**src/rhc_pkg.sv**
```systemverilog
package rhc_pkg;

  localparam int CHANNEL_BITS_DEF = 8;
  localparam int HUE_BITS         = 15;
  localparam int HUE_Q_BITS       = 12;

  localparam logic [HUE_BITS-1:0] HUE_SIXTH = 15'd3840;
  localparam logic [HUE_BITS-1:0] HUE_GREEN = 15'd7680;
  localparam logic [HUE_BITS-1:0] HUE_BLUE  = 15'd15360;
  localparam logic [HUE_BITS-1:0] HUE_TURN  = 15'd23040;

  typedef enum logic [1:0] {
    BR_RED,
    BR_GREEN,
    BR_BLUE
  } branch_e;

  typedef struct packed {
    branch_e branch;
    logic    neg;
    logic    grey;
  } ctl_t;

endpackage

```
**src/rhc_if.sv**
```systemverilog
interface rhc_pix_if #(
  parameter int CHANNEL_BITS = 8
);
  logic                    valid;
  logic                    ready;
  logic [CHANNEL_BITS-1:0] red;
  logic [CHANNEL_BITS-1:0] green;
  logic [CHANNEL_BITS-1:0] blue;

  modport source (output valid, output red, output green, output blue, input ready);
  modport sink (input valid, input red, input green, input blue, output ready);
endinterface

interface rhc_hsv_if
  import rhc_pkg::*;
#(
  parameter int CHANNEL_BITS = 8
);
  logic                    valid;
  logic                    ready;
  logic [HUE_BITS-1:0]     hue;
  logic [CHANNEL_BITS-1:0] saturation;
  logic [CHANNEL_BITS-1:0] brightness;

  modport source (output valid, output hue, output saturation, output brightness,
                  input ready);
  modport sink (input valid, input hue, input saturation, input brightness,
                output ready);
endinterface

```
**src/rhc_front.sv**
```systemverilog
module rhc_front
  import rhc_pkg::*;
#(
  parameter int CHANNEL_BITS = CHANNEL_BITS_DEF,
  parameter int REM_BITS     = CHANNEL_BITS + HUE_Q_BITS
) (
  input  logic                    clk_i,
  input  logic                    rst_ni,
  rhc_pix_if.sink                 pix_i,
  output logic                    valid_o,
  input  logic                    ready_i,
  output ctl_t                    ctl_o,
  output logic [CHANNEL_BITS-1:0] mx_o,
  output logic [CHANNEL_BITS-1:0] delta_o,
  output logic [REM_BITS-1:0]     hnum_o,
  output logic [REM_BITS-1:0]     snum_o
);

  localparam logic [REM_BITS-1:0] FULL = REM_BITS'((64'd1 << CHANNEL_BITS) - 64'd1);

  logic [CHANNEL_BITS-1:0] mx, mn, delta, da, db, mag;
  ctl_t                    ctl;
  logic                    load;
  logic                    valid_q;
  ctl_t                    ctl_q;
  logic [CHANNEL_BITS-1:0] mx_q, delta_q;
  logic [REM_BITS-1:0]     hnum_q, snum_q;

  always_comb begin
    mx = pix_i.red;
    mn = pix_i.red;
    if (pix_i.green > mx) mx = pix_i.green;
    if (pix_i.blue > mx) mx = pix_i.blue;
    if (pix_i.green < mn) mn = pix_i.green;
    if (pix_i.blue < mn) mn = pix_i.blue;
    delta = mx - mn;
    if (mx == pix_i.red) begin
      ctl.branch = BR_RED;
      da = pix_i.green;
      db = pix_i.blue;
    end else if (mx == pix_i.green) begin
      ctl.branch = BR_GREEN;
      da = pix_i.blue;
      db = pix_i.red;
    end else begin
      ctl.branch = BR_BLUE;
      da = pix_i.red;
      db = pix_i.green;
    end
    ctl.neg  = (da < db);
    ctl.grey = (delta == '0);
    mag      = ctl.neg ? (db - da) : (da - db);
  end

  assign load        = !valid_q || ready_i;
  assign pix_i.ready = load;

  always_ff @(posedge clk_i or negedge rst_ni) begin
    if (!rst_ni) begin
      valid_q <= 1'b0;
    end else if (load) begin
      valid_q <= pix_i.valid;
    end
  end

  always_ff @(posedge clk_i) begin
    if (load && pix_i.valid) begin
      ctl_q   <= ctl;
      mx_q    <= mx;
      delta_q <= delta;
      hnum_q  <= REM_BITS'(mag) * REM_BITS'(HUE_SIXTH);
      snum_q  <= REM_BITS'(delta) * FULL;
    end
  end

  assign valid_o = valid_q;
  assign ctl_o   = ctl_q;
  assign mx_o    = mx_q;
  assign delta_o = delta_q;
  assign hnum_o  = hnum_q;
  assign snum_o  = snum_q;

endmodule

```
**src/rhc_cell.sv**
```systemverilog
module rhc_cell
  import rhc_pkg::*;
#(
  parameter int CHANNEL_BITS = CHANNEL_BITS_DEF,
  parameter int Q_BITS       = HUE_Q_BITS,
  parameter int REM_BITS     = CHANNEL_BITS + HUE_Q_BITS,
  parameter int BIT_POS      = 0
) (
  input  logic                    clk_i,
  input  logic                    rst_ni,
  input  logic                    valid_i,
  output logic                    ready_o,
  output logic                    valid_o,
  input  logic                    ready_i,
  input  ctl_t                    ctl_i,
  input  logic [CHANNEL_BITS-1:0] mx_i,
  input  logic [CHANNEL_BITS-1:0] delta_i,
  input  logic [REM_BITS-1:0]     hrem_i,
  input  logic [REM_BITS-1:0]     srem_i,
  input  logic [Q_BITS-1:0]       hq_i,
  input  logic [Q_BITS-1:0]       sq_i,
  output ctl_t                    ctl_o,
  output logic [CHANNEL_BITS-1:0] mx_o,
  output logic [CHANNEL_BITS-1:0] delta_o,
  output logic [REM_BITS-1:0]     hrem_o,
  output logic [REM_BITS-1:0]     srem_o,
  output logic [Q_BITS-1:0]       hq_o,
  output logic [Q_BITS-1:0]       sq_o
);

  // Each cell retires one quotient bit of both divisions.
  logic [REM_BITS-1:0]     hdiv, sdiv, hrem_d, srem_d;
  logic [Q_BITS-1:0]       hq_d, sq_d;
  logic                    hge, sge;
  logic                    load;
  logic                    valid_q;
  ctl_t                    ctl_q;
  logic [CHANNEL_BITS-1:0] mx_q, delta_q;
  logic [REM_BITS-1:0]     hrem_q, srem_q;
  logic [Q_BITS-1:0]       hq_q, sq_q;

  always_comb begin
    hdiv   = REM_BITS'(delta_i) << BIT_POS;
    sdiv   = REM_BITS'(mx_i) << BIT_POS;
    hge    = (hrem_i >= hdiv);
    sge    = (srem_i >= sdiv);
    hrem_d = hge ? (hrem_i - hdiv) : hrem_i;
    srem_d = sge ? (srem_i - sdiv) : srem_i;
    hq_d   = hq_i;
    sq_d   = sq_i;
    hq_d[BIT_POS] = hge;
    sq_d[BIT_POS] = sge;
  end

  assign load    = !valid_q || ready_i;
  assign ready_o = load;

  always_ff @(posedge clk_i or negedge rst_ni) begin
    if (!rst_ni) begin
      valid_q <= 1'b0;
    end else if (load) begin
      valid_q <= valid_i;
    end
  end

  always_ff @(posedge clk_i) begin
    if (load && valid_i) begin
      ctl_q   <= ctl_i;
      mx_q    <= mx_i;
      delta_q <= delta_i;
      hrem_q  <= hrem_d;
      srem_q  <= srem_d;
      hq_q    <= hq_d;
      sq_q    <= sq_d;
    end
  end

  assign valid_o = valid_q;
  assign ctl_o   = ctl_q;
  assign mx_o    = mx_q;
  assign delta_o = delta_q;
  assign hrem_o  = hrem_q;
  assign srem_o  = srem_q;
  assign hq_o    = hq_q;
  assign sq_o    = sq_q;

endmodule

```
**src/rhc_back.sv**
```systemverilog
module rhc_back
  import rhc_pkg::*;
#(
  parameter int CHANNEL_BITS = CHANNEL_BITS_DEF,
  parameter int Q_BITS       = HUE_Q_BITS
) (
  input  logic                    clk_i,
  input  logic                    rst_ni,
  input  logic                    valid_i,
  output logic                    ready_o,
  input  ctl_t                    ctl_i,
  input  logic [CHANNEL_BITS-1:0] mx_i,
  input  logic [Q_BITS-1:0]       hq_i,
  input  logic [Q_BITS-1:0]       sq_i,
  rhc_hsv_if.source               hsv_o
);

  logic [HUE_BITS-1:0]     offset, base, hue_d, hq;
  logic [CHANNEL_BITS-1:0] sat_d;
  logic                    load;
  logic                    valid_q;
  logic [HUE_BITS-1:0]     hue_q;
  logic [CHANNEL_BITS-1:0] sat_q, val_q;

  always_comb begin
    hq = HUE_BITS'(hq_i[HUE_Q_BITS-1:0]);
    case (ctl_i.branch)
      BR_RED:   offset = '0;
      BR_GREEN: offset = HUE_GREEN;
      BR_BLUE:  offset = HUE_BLUE;
      default:  offset = '0;
    endcase
    // A negative red hue wraps into the last sixth of the turn.
    base = (ctl_i.branch == BR_RED) ? HUE_TURN : offset;
    if (ctl_i.grey) begin
      hue_d = '0;
    end else if (ctl_i.neg && (hq != '0)) begin
      hue_d = base - hq;
    end else begin
      hue_d = offset + hq;
    end
    sat_d = ctl_i.grey ? '0 : sq_i[CHANNEL_BITS-1:0];
  end

  assign load    = !valid_q || hsv_o.ready;
  assign ready_o = load;

  always_ff @(posedge clk_i or negedge rst_ni) begin
    if (!rst_ni) begin
      valid_q <= 1'b0;
    end else if (load) begin
      valid_q <= valid_i;
    end
  end

  always_ff @(posedge clk_i) begin
    if (load && valid_i) begin
      hue_q <= hue_d;
      sat_q <= sat_d;
      val_q <= mx_i;
    end
  end

  assign hsv_o.valid      = valid_q;
  assign hsv_o.hue        = hue_q;
  assign hsv_o.saturation = sat_q;
  assign hsv_o.brightness = val_q;

endmodule

```
**src/rgb_to_hsv_convert_core.sv**
```systemverilog
// RGB to HSV pixel converter. Each beat on pix_i carries one pixel as three unsigned
// channels; each beat on hsv_o carries its hue in 1/64 degree (0 to 23039), its
// saturation (full scale means fully saturated) and its value (the largest channel).
// One pixel is accepted per clock unless a stall backs up to the input, and results
// leave in order, one per pixel. A front stage finds the extremes and the scaled
// numerators, then a row of divider cells retires one quotient bit each for hue and
// saturation together, and a back stage folds the hue sector offset into the output
// register. Every stage holds its own beat, so a stalled output only backs up the
// stages behind it. The block keeps no state between pixels.
module rgb_to_hsv_convert_core
  import rhc_pkg::*;
#(
  parameter int CHANNEL_BITS = CHANNEL_BITS_DEF
) (
  input  logic      clk_i,
  input  logic      rst_ni,
  rhc_pix_if.sink   pix_i,
  rhc_hsv_if.source hsv_o
);

  localparam int Q_BITS   = (CHANNEL_BITS > HUE_Q_BITS) ? CHANNEL_BITS : HUE_Q_BITS;
  localparam int REM_BITS = CHANNEL_BITS + Q_BITS;

  logic                    valid_w [Q_BITS+1];
  logic                    ready_w [Q_BITS+1];
  ctl_t                    ctl_w   [Q_BITS+1];
  logic [CHANNEL_BITS-1:0] mx_w    [Q_BITS+1];
  logic [CHANNEL_BITS-1:0] delta_w [Q_BITS+1];
  logic [REM_BITS-1:0]     hrem_w  [Q_BITS+1];
  logic [REM_BITS-1:0]     srem_w  [Q_BITS+1];
  logic [Q_BITS-1:0]       hq_w    [Q_BITS+1];
  logic [Q_BITS-1:0]       sq_w    [Q_BITS+1];

  rhc_front #(
    .CHANNEL_BITS(CHANNEL_BITS),
    .REM_BITS    (REM_BITS)
  ) u_front (
    .clk_i  (clk_i),
    .rst_ni (rst_ni),
    .pix_i  (pix_i),
    .valid_o(valid_w[0]),
    .ready_i(ready_w[0]),
    .ctl_o  (ctl_w[0]),
    .mx_o   (mx_w[0]),
    .delta_o(delta_w[0]),
    .hnum_o (hrem_w[0]),
    .snum_o (srem_w[0])
  );

  assign hq_w[0] = '0;
  assign sq_w[0] = '0;

  for (genvar k = 0; k < Q_BITS; k++) begin : g_cell
    rhc_cell #(
      .CHANNEL_BITS(CHANNEL_BITS),
      .Q_BITS      (Q_BITS),
      .REM_BITS    (REM_BITS),
      .BIT_POS     (Q_BITS - 1 - k)
    ) u_cell (
      .clk_i  (clk_i),
      .rst_ni (rst_ni),
      .valid_i(valid_w[k]),
      .ready_o(ready_w[k]),
      .valid_o(valid_w[k+1]),
      .ready_i(ready_w[k+1]),
      .ctl_i  (ctl_w[k]),
      .mx_i   (mx_w[k]),
      .delta_i(delta_w[k]),
      .hrem_i (hrem_w[k]),
      .srem_i (srem_w[k]),
      .hq_i   (hq_w[k]),
      .sq_i   (sq_w[k]),
      .ctl_o  (ctl_w[k+1]),
      .mx_o   (mx_w[k+1]),
      .delta_o(delta_w[k+1]),
      .hrem_o (hrem_w[k+1]),
      .srem_o (srem_w[k+1]),
      .hq_o   (hq_w[k+1]),
      .sq_o   (sq_w[k+1])
    );
  end

  rhc_back #(
    .CHANNEL_BITS(CHANNEL_BITS),
    .Q_BITS      (Q_BITS)
  ) u_back (
    .clk_i  (clk_i),
    .rst_ni (rst_ni),
    .valid_i(valid_w[Q_BITS]),
    .ready_o(ready_w[Q_BITS]),
    .ctl_i  (ctl_w[Q_BITS]),
    .mx_i   (mx_w[Q_BITS]),
    .hq_i   (hq_w[Q_BITS]),
    .sq_i   (sq_w[Q_BITS]),
    .hsv_o  (hsv_o)
  );

endmodule

```
**src/flat_wrapper.sv**
```systemverilog
// flat-port wrapper written by rule: the top's interface ports become plain ports
module rgb_to_hsv_convert_core_flat import rhc_pkg::*;
#(
  parameter int CHANNEL_BITS = CHANNEL_BITS_DEF
)
  (clk_i, rst_ni, pix_i_valid, pix_i_red, pix_i_green, pix_i_blue, pix_i_ready, hsv_o_valid, hsv_o_hue, hsv_o_saturation, hsv_o_brightness, hsv_o_ready);
  rhc_pix_if #(.CHANNEL_BITS(CHANNEL_BITS)) pix_i_i ();
  rhc_hsv_if #(.CHANNEL_BITS(CHANNEL_BITS)) hsv_o_i ();
  input  logic clk_i;
  input  logic rst_ni;
  input wire logic [$bits(pix_i_i.valid)-1:0] pix_i_valid;
  input wire logic [$bits(pix_i_i.red)-1:0] pix_i_red;
  input wire logic [$bits(pix_i_i.green)-1:0] pix_i_green;
  input wire logic [$bits(pix_i_i.blue)-1:0] pix_i_blue;
  output wire logic [$bits(pix_i_i.ready)-1:0] pix_i_ready;
  output wire logic [$bits(hsv_o_i.valid)-1:0] hsv_o_valid;
  output wire logic [$bits(hsv_o_i.hue)-1:0] hsv_o_hue;
  output wire logic [$bits(hsv_o_i.saturation)-1:0] hsv_o_saturation;
  output wire logic [$bits(hsv_o_i.brightness)-1:0] hsv_o_brightness;
  input wire logic [$bits(hsv_o_i.ready)-1:0] hsv_o_ready;
  assign pix_i_i.valid = pix_i_valid;
  assign pix_i_i.red = pix_i_red;
  assign pix_i_i.green = pix_i_green;
  assign pix_i_i.blue = pix_i_blue;
  assign pix_i_ready = pix_i_i.ready;
  assign hsv_o_valid = hsv_o_i.valid;
  assign hsv_o_hue = hsv_o_i.hue;
  assign hsv_o_saturation = hsv_o_i.saturation;
  assign hsv_o_brightness = hsv_o_i.brightness;
  assign hsv_o_i.ready = hsv_o_ready;
  rgb_to_hsv_convert_core #(.CHANNEL_BITS(CHANNEL_BITS)) u_core (.clk_i(clk_i), .rst_ni(rst_ni), .pix_i(pix_i_i), .hsv_o(hsv_o_i));
endmodule
```
**config.mk**
```make
export PLATFORM = sky130hd
export DESIGN_NAME = rgb_to_hsv_convert_core_flat
export DESIGN_NICKNAME = d
export VERILOG_FILES = /design/src/rhc_pkg.sv /design/src/rhc_if.sv /design/src/rhc_front.sv /design/src/rhc_cell.sv /design/src/rhc_back.sv /design/src/rgb_to_hsv_convert_core.sv /design/src/flat_wrapper.sv
export SDC_FILE = /design/constraint.sdc
export NUM_CORES = 1
export LEC_CHECK = 0
export BUFFER_PORTS_ARGS = -buffer_cell sky130_fd_sc_hd__buf_2
export CAP_MARGIN = 20
export CORE_MARGIN = 5
export CORE_UTILIZATION = 60
export CTS_CLUSTER_SIZE = 25
export DETAILED_ROUTE_END_ITERATION = 12
export MAX_ROUTING_LAYER = met4
export PLACE_DENSITY_LB_ADDON = 0.25
export RECOVER_POWER = 25
export REMOVE_ABC_BUFFERS = 1
export SLEW_MARGIN = 40
export SYNTH_ARGS = -nofsm -noshare
export SYNTH_HDL_FRONTEND = slang
export SYNTH_HIERARCHICAL = 1
export SYNTH_SLANG_ARGS = --single-unit
```
**constraint.sdc**
```tcl
create_clock -name clk_i -period 8.1 [get_ports clk_i]
set_clock_uncertainty 0.05 [all_clocks]
set_input_delay 0 -clock clk_i [delete_from_list [all_inputs] [get_ports clk_i]]
set_output_delay 0 -clock clk_i [all_outputs]
set_load 0.05 [all_outputs]
```
# After elaboration in Yosys (flattened, before gate mapping)
# Index checks and enable logic that the tools add are counted.
dict set report classes {
  magnitude_cmp 29
  n_addsub 27
  eq_ne 4
  n_mux 35
  bitwise 0
  reduce_logical 46
  n_mul 2
  shifts 0
  n_div 0
}
# cell count
set ops {}
lappend ops {{20-bit 2-to-1 mux} 21}
lappend ops {{8-bit 2-to-1 mux} 9}
lappend ops {{20-bit by 10-bit greater-or-equal comparator with 1-bit output} 2}
lappend ops {{20-bit by 11-bit greater-or-equal comparator with 1-bit output} 2}
lappend ops {{20-bit by 12-bit greater-or-equal comparator with 1-bit output} 2}
lappend ops {{20-bit by 13-bit greater-or-equal comparator with 1-bit output} 2}
lappend ops {{20-bit by 14-bit greater-or-equal comparator with 1-bit output} 2}
lappend ops {{20-bit by 15-bit greater-or-equal comparator with 1-bit output} 2}
lappend ops {{20-bit by 16-bit greater-or-equal comparator with 1-bit output} 2}
lappend ops {{20-bit by 17-bit greater-or-equal comparator with 1-bit output} 2}
lappend ops {{20-bit by 18-bit greater-or-equal comparator with 1-bit output} 2}
lappend ops {{20-bit by 8-bit greater-or-equal comparator with 1-bit output} 2}
lappend ops {{20-bit by 9-bit greater-or-equal comparator with 1-bit output} 2}
lappend ops {{20-bit by 10-bit subtractor with 20-bit output} 2}
lappend ops {{20-bit by 11-bit subtractor with 20-bit output} 2}
lappend ops {{20-bit by 12-bit subtractor with 20-bit output} 2}
lappend ops {{20-bit by 13-bit subtractor with 20-bit output} 2}
lappend ops {{20-bit by 14-bit subtractor with 20-bit output} 2}
lappend ops {{20-bit by 15-bit subtractor with 20-bit output} 2}
lappend ops {{20-bit by 16-bit subtractor with 20-bit output} 2}
lappend ops {{20-bit by 17-bit subtractor with 20-bit output} 2}
lappend ops {{20-bit by 18-bit subtractor with 20-bit output} 2}
lappend ops {{20-bit by 9-bit subtractor with 20-bit output} 2}
lappend ops {{15-bit 2-to-1 mux} 2}
lappend ops {{other kinds (23)} 69}
dict set report totals {
  latch_bits 0
  word_cells 270
  mem_bits_rw 0
  reg_bits 879
  romBits 0
  n_memories 0
  output_inout_bits 33
  in_bits 28
}

# Longest topological paths before layout
dict set report depth {
  ltp_word 16
  mapped_depth 51
  ltp_nobuf 46
}

# Cells and area by module
# The synthesis kept the hierarchy.
# mod cells_per_inst area_each_um2 seq_area_each_um2 instances
set modules_own_cells {}
lappend modules_own_cells {rhc_front 732 6915.4 1436.4 1}
lappend modules_own_cells {{rhc_cell at u_core.g_cell[8].u_cell} 314 4097.7 2547.4 1}
lappend modules_own_cells {{rhc_cell at u_core.g_cell[11].u_cell} 316 4066.4 2547.4 1}
lappend modules_own_cells {{rhc_cell at u_core.g_cell[9].u_cell} 298 4027.6 2547.4 1}
lappend modules_own_cells {{rhc_cell at u_core.g_cell[5].u_cell} 270 3956.3 2547.4 1}
lappend modules_own_cells {{rhc_cell at u_core.g_cell[10].u_cell} 292 3943.8 2547.4 1}
lappend modules_own_cells {{rhc_cell at u_core.g_cell[6].u_cell} 281 3915.0 2547.4 1}
lappend modules_own_cells {{rhc_cell at u_core.g_cell[4].u_cell} 265 3895.0 2547.4 1}
lappend modules_own_cells {{rhc_cell at u_core.g_cell[7].u_cell} 287 3885.0 2547.4 1}
lappend modules_own_cells {{rhc_cell at u_core.g_cell[2].u_cell} 238 3814.9 2547.4 1}
lappend modules_own_cells {{rhc_cell at u_core.g_cell[1].u_cell} 228 3778.6 2547.4 1}
lappend modules_own_cells {{rhc_cell at u_core.g_cell[0].u_cell} 244 3716.1 2547.4 1}
lappend modules_own_cells {{rhc_cell at u_core.g_cell[3].u_cell} 250 3669.8 2547.4 1}
lappend modules_own_cells {rhc_back 160 1865.5 955.9 1}
lappend modules_own_cells {rgb_to_hsv_convert_core 1 3.8 0.0 1}

# Worst setup path before layout
# OpenSTA, ideal clock, no wires.
dict set report synth_timing {
  kind {input-to-reg}
  start {input port pix_i_red[5]}
  end {register u_core.u_front.hnum_q[19], in the netlist u_core/u_front/hnum_o[19] (data pin)}
  setup_slack_ns -1.752
  path_stages 47
  required_ns 7.792
  setup_ns 0.258
  t_arrival_ns 9.544
  n_path_buf 4
  path_cell_list {inv_1 > ha_1 > a211oi_2 > nor2_2 > o31a_1 > nand2_1 > clkbuf_1 > a21o_1 > inv_1 > ha_1 > o21a_1 > o21a_1 > o2111ai_1 > o31ai_4 > a22oi_2 > mux2_2 > xnor2_1 > buf_2 > (+11 left out) > clkbuf_1 > buf_1 > mux2i_1 > xor2_1 > inv_1 > fa_1 > fa_1 > inv_1 > ha_1 > a21o_1 > a21oi_1 > o21bai_1 > a21oi_1 > o21bai_1 > a21oi_1 > o21bai_1 > a21oi_1 > xnor2_1}
}
dict set report synth_between {
  elab_chain_cells 10
  elab_cells_between_ends 15
  classes_between {add/sub: 2; mul: 1; order compare: 3; eq/ne: 2; mux: 7}
}
# item line_no
set synth_rtl {}
lappend synth_rtl {{start, declared} flat_wrapper.sv:12} ;# input wire logic [$bits(pix_i_i.red)-1:0] pix_i_red;
lappend synth_rtl {{8-bit > comparator} rhc_front.sv:32} ;# if (pix_i.green > mx) mx = pix_i.green;
lappend synth_rtl {{8-bit 2-to-1 mux} rhc_front.sv:32}
lappend synth_rtl {{8-bit > comparator} rhc_front.sv:33} ;# if (pix_i.blue > mx) mx = pix_i.blue;
lappend synth_rtl {{8-bit 2-to-1 mux} rhc_front.sv:33}
lappend synth_rtl {{8-bit == test} rhc_front.sv:41} ;# end else if (mx == pix_i.green) begin
lappend synth_rtl {{8-bit 2-to-1 mux} rhc_front.sv:41}
lappend synth_rtl {{8-bit 2-to-1 mux} rhc_front.sv:37} ;# if (mx == pix_i.red) begin
lappend synth_rtl {{8-bit subtractor / 8-bit less-than comparator (equally long branches)} {rhc_front.sv:52, rhc_front.sv:50}}
lappend synth_rtl {{8-bit 2-to-1 mux *} rhc_front.sv:52} ;# mag = ctl.neg ? (db - da) : (da - db);
lappend synth_rtl {{8-bit by 4-bit multiplier with 12-bit output *} rhc_front.sv:71} ;# hnum_q <= REM_BITS'(mag) * REM_BITS'(HUE_SIXTH);
lappend synth_rtl {{end signal, assigned} rhc_front.sv:71}
lappend synth_rtl {{end, declared} rhc_front.sv:27} ;# logic [REM_BITS-1:0] hnum_q, snum_q;
# Every way passes the cells marked *; elsewhere a longest branch is shown, timed or not.
# A chain may end at the register's enable or synchronous reset.

# Final worst setup path
# Ends and elaborated chain as after synthesis.

==> results.json <==
{
  "status": "complete, but fails checks",
  "violations": "setup timing",
  "drive_above_1_share_pct": 19.20,
  "setup_ws_ps": -170.2,
  "ant_nets": 0,
  "finalNonFillerCells": 5332,
  "die_y_um": 292.7,
  "rrSetupSlack_ps": 4060,
  "hpwl_um": 66040,
  "cp-end-kind": "flip-flop",
  "synthesis.area_um2": 47930,
  "maxSlewHeadroom_pct": 45.95,
  "portBuffers": 60,
  "clkSlewWorstSetupHoldPaths_ps": 60,
  "core_area_um2": 79130,
  "hold_viol": 0,
  "dr.pass1.iters": 6,
  "grt_overflow": 0,
  "die_area_um2": 85640,
  "timing.hold.ws_ps": 66.28,
  "clock_latency_ps": 640,
  "htree_levels": 3,
  "grtUsageMet2_pct": 40.14,
  "track_usage_pct": 21.39,
  "io_pins": 61,
  "critPathLaunchType": "input port",
  "critPathMaxFanout": 6,
  "dp.cells": 5124,
  "wire_per_inst_um": 16.71,
  "crit_required_ps": 8420,
  "met1_usage_pct": 23.51,
  "timing.fmax_mhz": 120.9,
  "grt_max_degree": 73,
  "slowest_delay_ps": 520,
  "drv_cap": 0,
  "min_from": "pix_i_valid",
  "final_common_cell": "edfxtp_1",
  "gp_congestion": 0.9272,
  "die_width_um": 292.7,
  "rows": 103,
  "crit_start": "pix_i_red[5]",
  "setup_viol": 3,
  "cpMaxStageDelayCell": "fa_1",
  "avgViaCountPerCell": 5.626,
  "grt_pass1_wl_um": 148200,
  "cts_buffers": 88,
  "period_share_pct": 102.1,
  "final_max_slew_viol_count": 0,
  "root_buffer": "clkbuf_16",
  "period_needed_ps": 8270,
  "r2r-start": "u_core/u_back/hsv_o.valid",
  "initial_core_util_pct": 60.58,
  "clkSinkCount": 878,
  "dp_slack_ps": -1447,
  "grt_pass1_vias": 30450,
  "fill_cells": 5445,
  "yosys_warnings": 6,
  "area_delta_synth_final_pct": 14.66,
  "drt-initial-drc-count": 1428,
  "layout.nets": 4613,
  "antenna_found_initial": 0,
  "top_usage_layer": "met2",
  "crit_type": "input port to flip-flop",
  "grt_setup_unrepaired": "true",
  "synth.avg_cell_area_um2": 12.62,
  "cts_buffer_depth": 3,
  "met3_usage_pct": 2.366,
  "cts_tree": "built",
  "synthCells": 3798,
  "route.detailed.drc": 0,
  "vias": 30000,
  "cp_data_arrival_time_ps": 8590,
  "num_antenna_cells": 0,
  "routed_wl_um": 89090,
  "hold_class": "input port to flip-flop",
  "most-common-layout-cells": "edfxtp_1, inv_1, ha_1, buf_4, nor2_1",
  "tightest_slew_ps": 810.7
}
[critical path, delay by kind of cell]
kind / cells / cell delay, ps
fa+ha+maj: 6 / 2140
compound gates: 20 / 3480
xor+xnor: 2 / 290
mux: 3 / 750
simple gates: 8 / 870
buf+inv: 9 / 1030
[per-layer routing]
| metal | up-vias | wire (µm) | part of all wire [%] |
|---|---|---|---|
| met5 | - | 0 | 0 |
| met4 | 0 | 3152 | 3.5 |
| met3 | 210 | 2694 | 3.0 |
| met2 | 557 | 49020 | 55 |
| met1 | 14350 | 34230 | 38 |
| li1 | 14880 | - | - |
[sequential cells by signal, summed over array words and instances (netlist names), 15 cells and up]
signal and cells:
u_core/g_cell.u_cell/hrem_o 220, u_core/g_cell.u_cell/srem_o 220, u_core/g_cell.u_cell/mx_o 96, u_core/g_cell.u_cell/delta_o 88, u_core/g_cell.u_cell/hq_o 78, u_core/g_cell.u_cell/ctl_o 48, u_core/g_cell.u_cell/sq_o 36, u_core/u_back/hsv_o.hue 15
u_core/u_front/snum_o 15
[per-stage QoR]
stage	util (%)	TNS [ps]	cell area [µm²]
6_report	69.46	-268.1	54960
5_1_grt	69.46	-4049	54960
4_1_cts	69.02	0	54610
3_5_place_dp	64.81	-12490	51280
3_3_place_gp	64.68	-10360	51180
2_1_floorplan	-	-16740	47500
[path summary, 6_finish.rpt]
| check | endpoint | cells past startpoint |
|---|---|---|
| max | u_core/u_front/hnum_o[19] | 48 |
| min | u_core/u_front/valid_o | 3 |
| max reg2reg | u_core/u_front/snum_o[8] | 16 |
| min reg2reg | u_core/g_cell[7].u_cell/ctl_o[2] | 0 |
| max in group asynchronous | u_core/u_back/hsv_o.valid | 4 |
| min in group asynchronous | u_core/u_front/valid_o | 4 |
[repair_timing]
item	CTS	global route
pin swaps	40	35
setup buffers	22	17
endpoints found under the hold margin	18	14
resized for setup	59	31
hold buffers	5	1
endpoints found under the setup margin	11	14
[final cells by class]
cell class | count | area, µm² | share of cell area [%]
clock buffer | 110 | 2325 | 4.230
inverter | 386 | 1449 | 2.636
sequential | 878 | 26300 | 47.84
multi-input combinational | 2477 | 20250 | 36.84
clock inverter | 53 | 503.0 | 0.9152
timing repair buffer | 378 | 2826 | 5.143
tap | 1050 | 1314 | 2.390
Power is not shown: default switching activity piles up to over one toggle a cycle in this logic, so the estimate is an artifact.
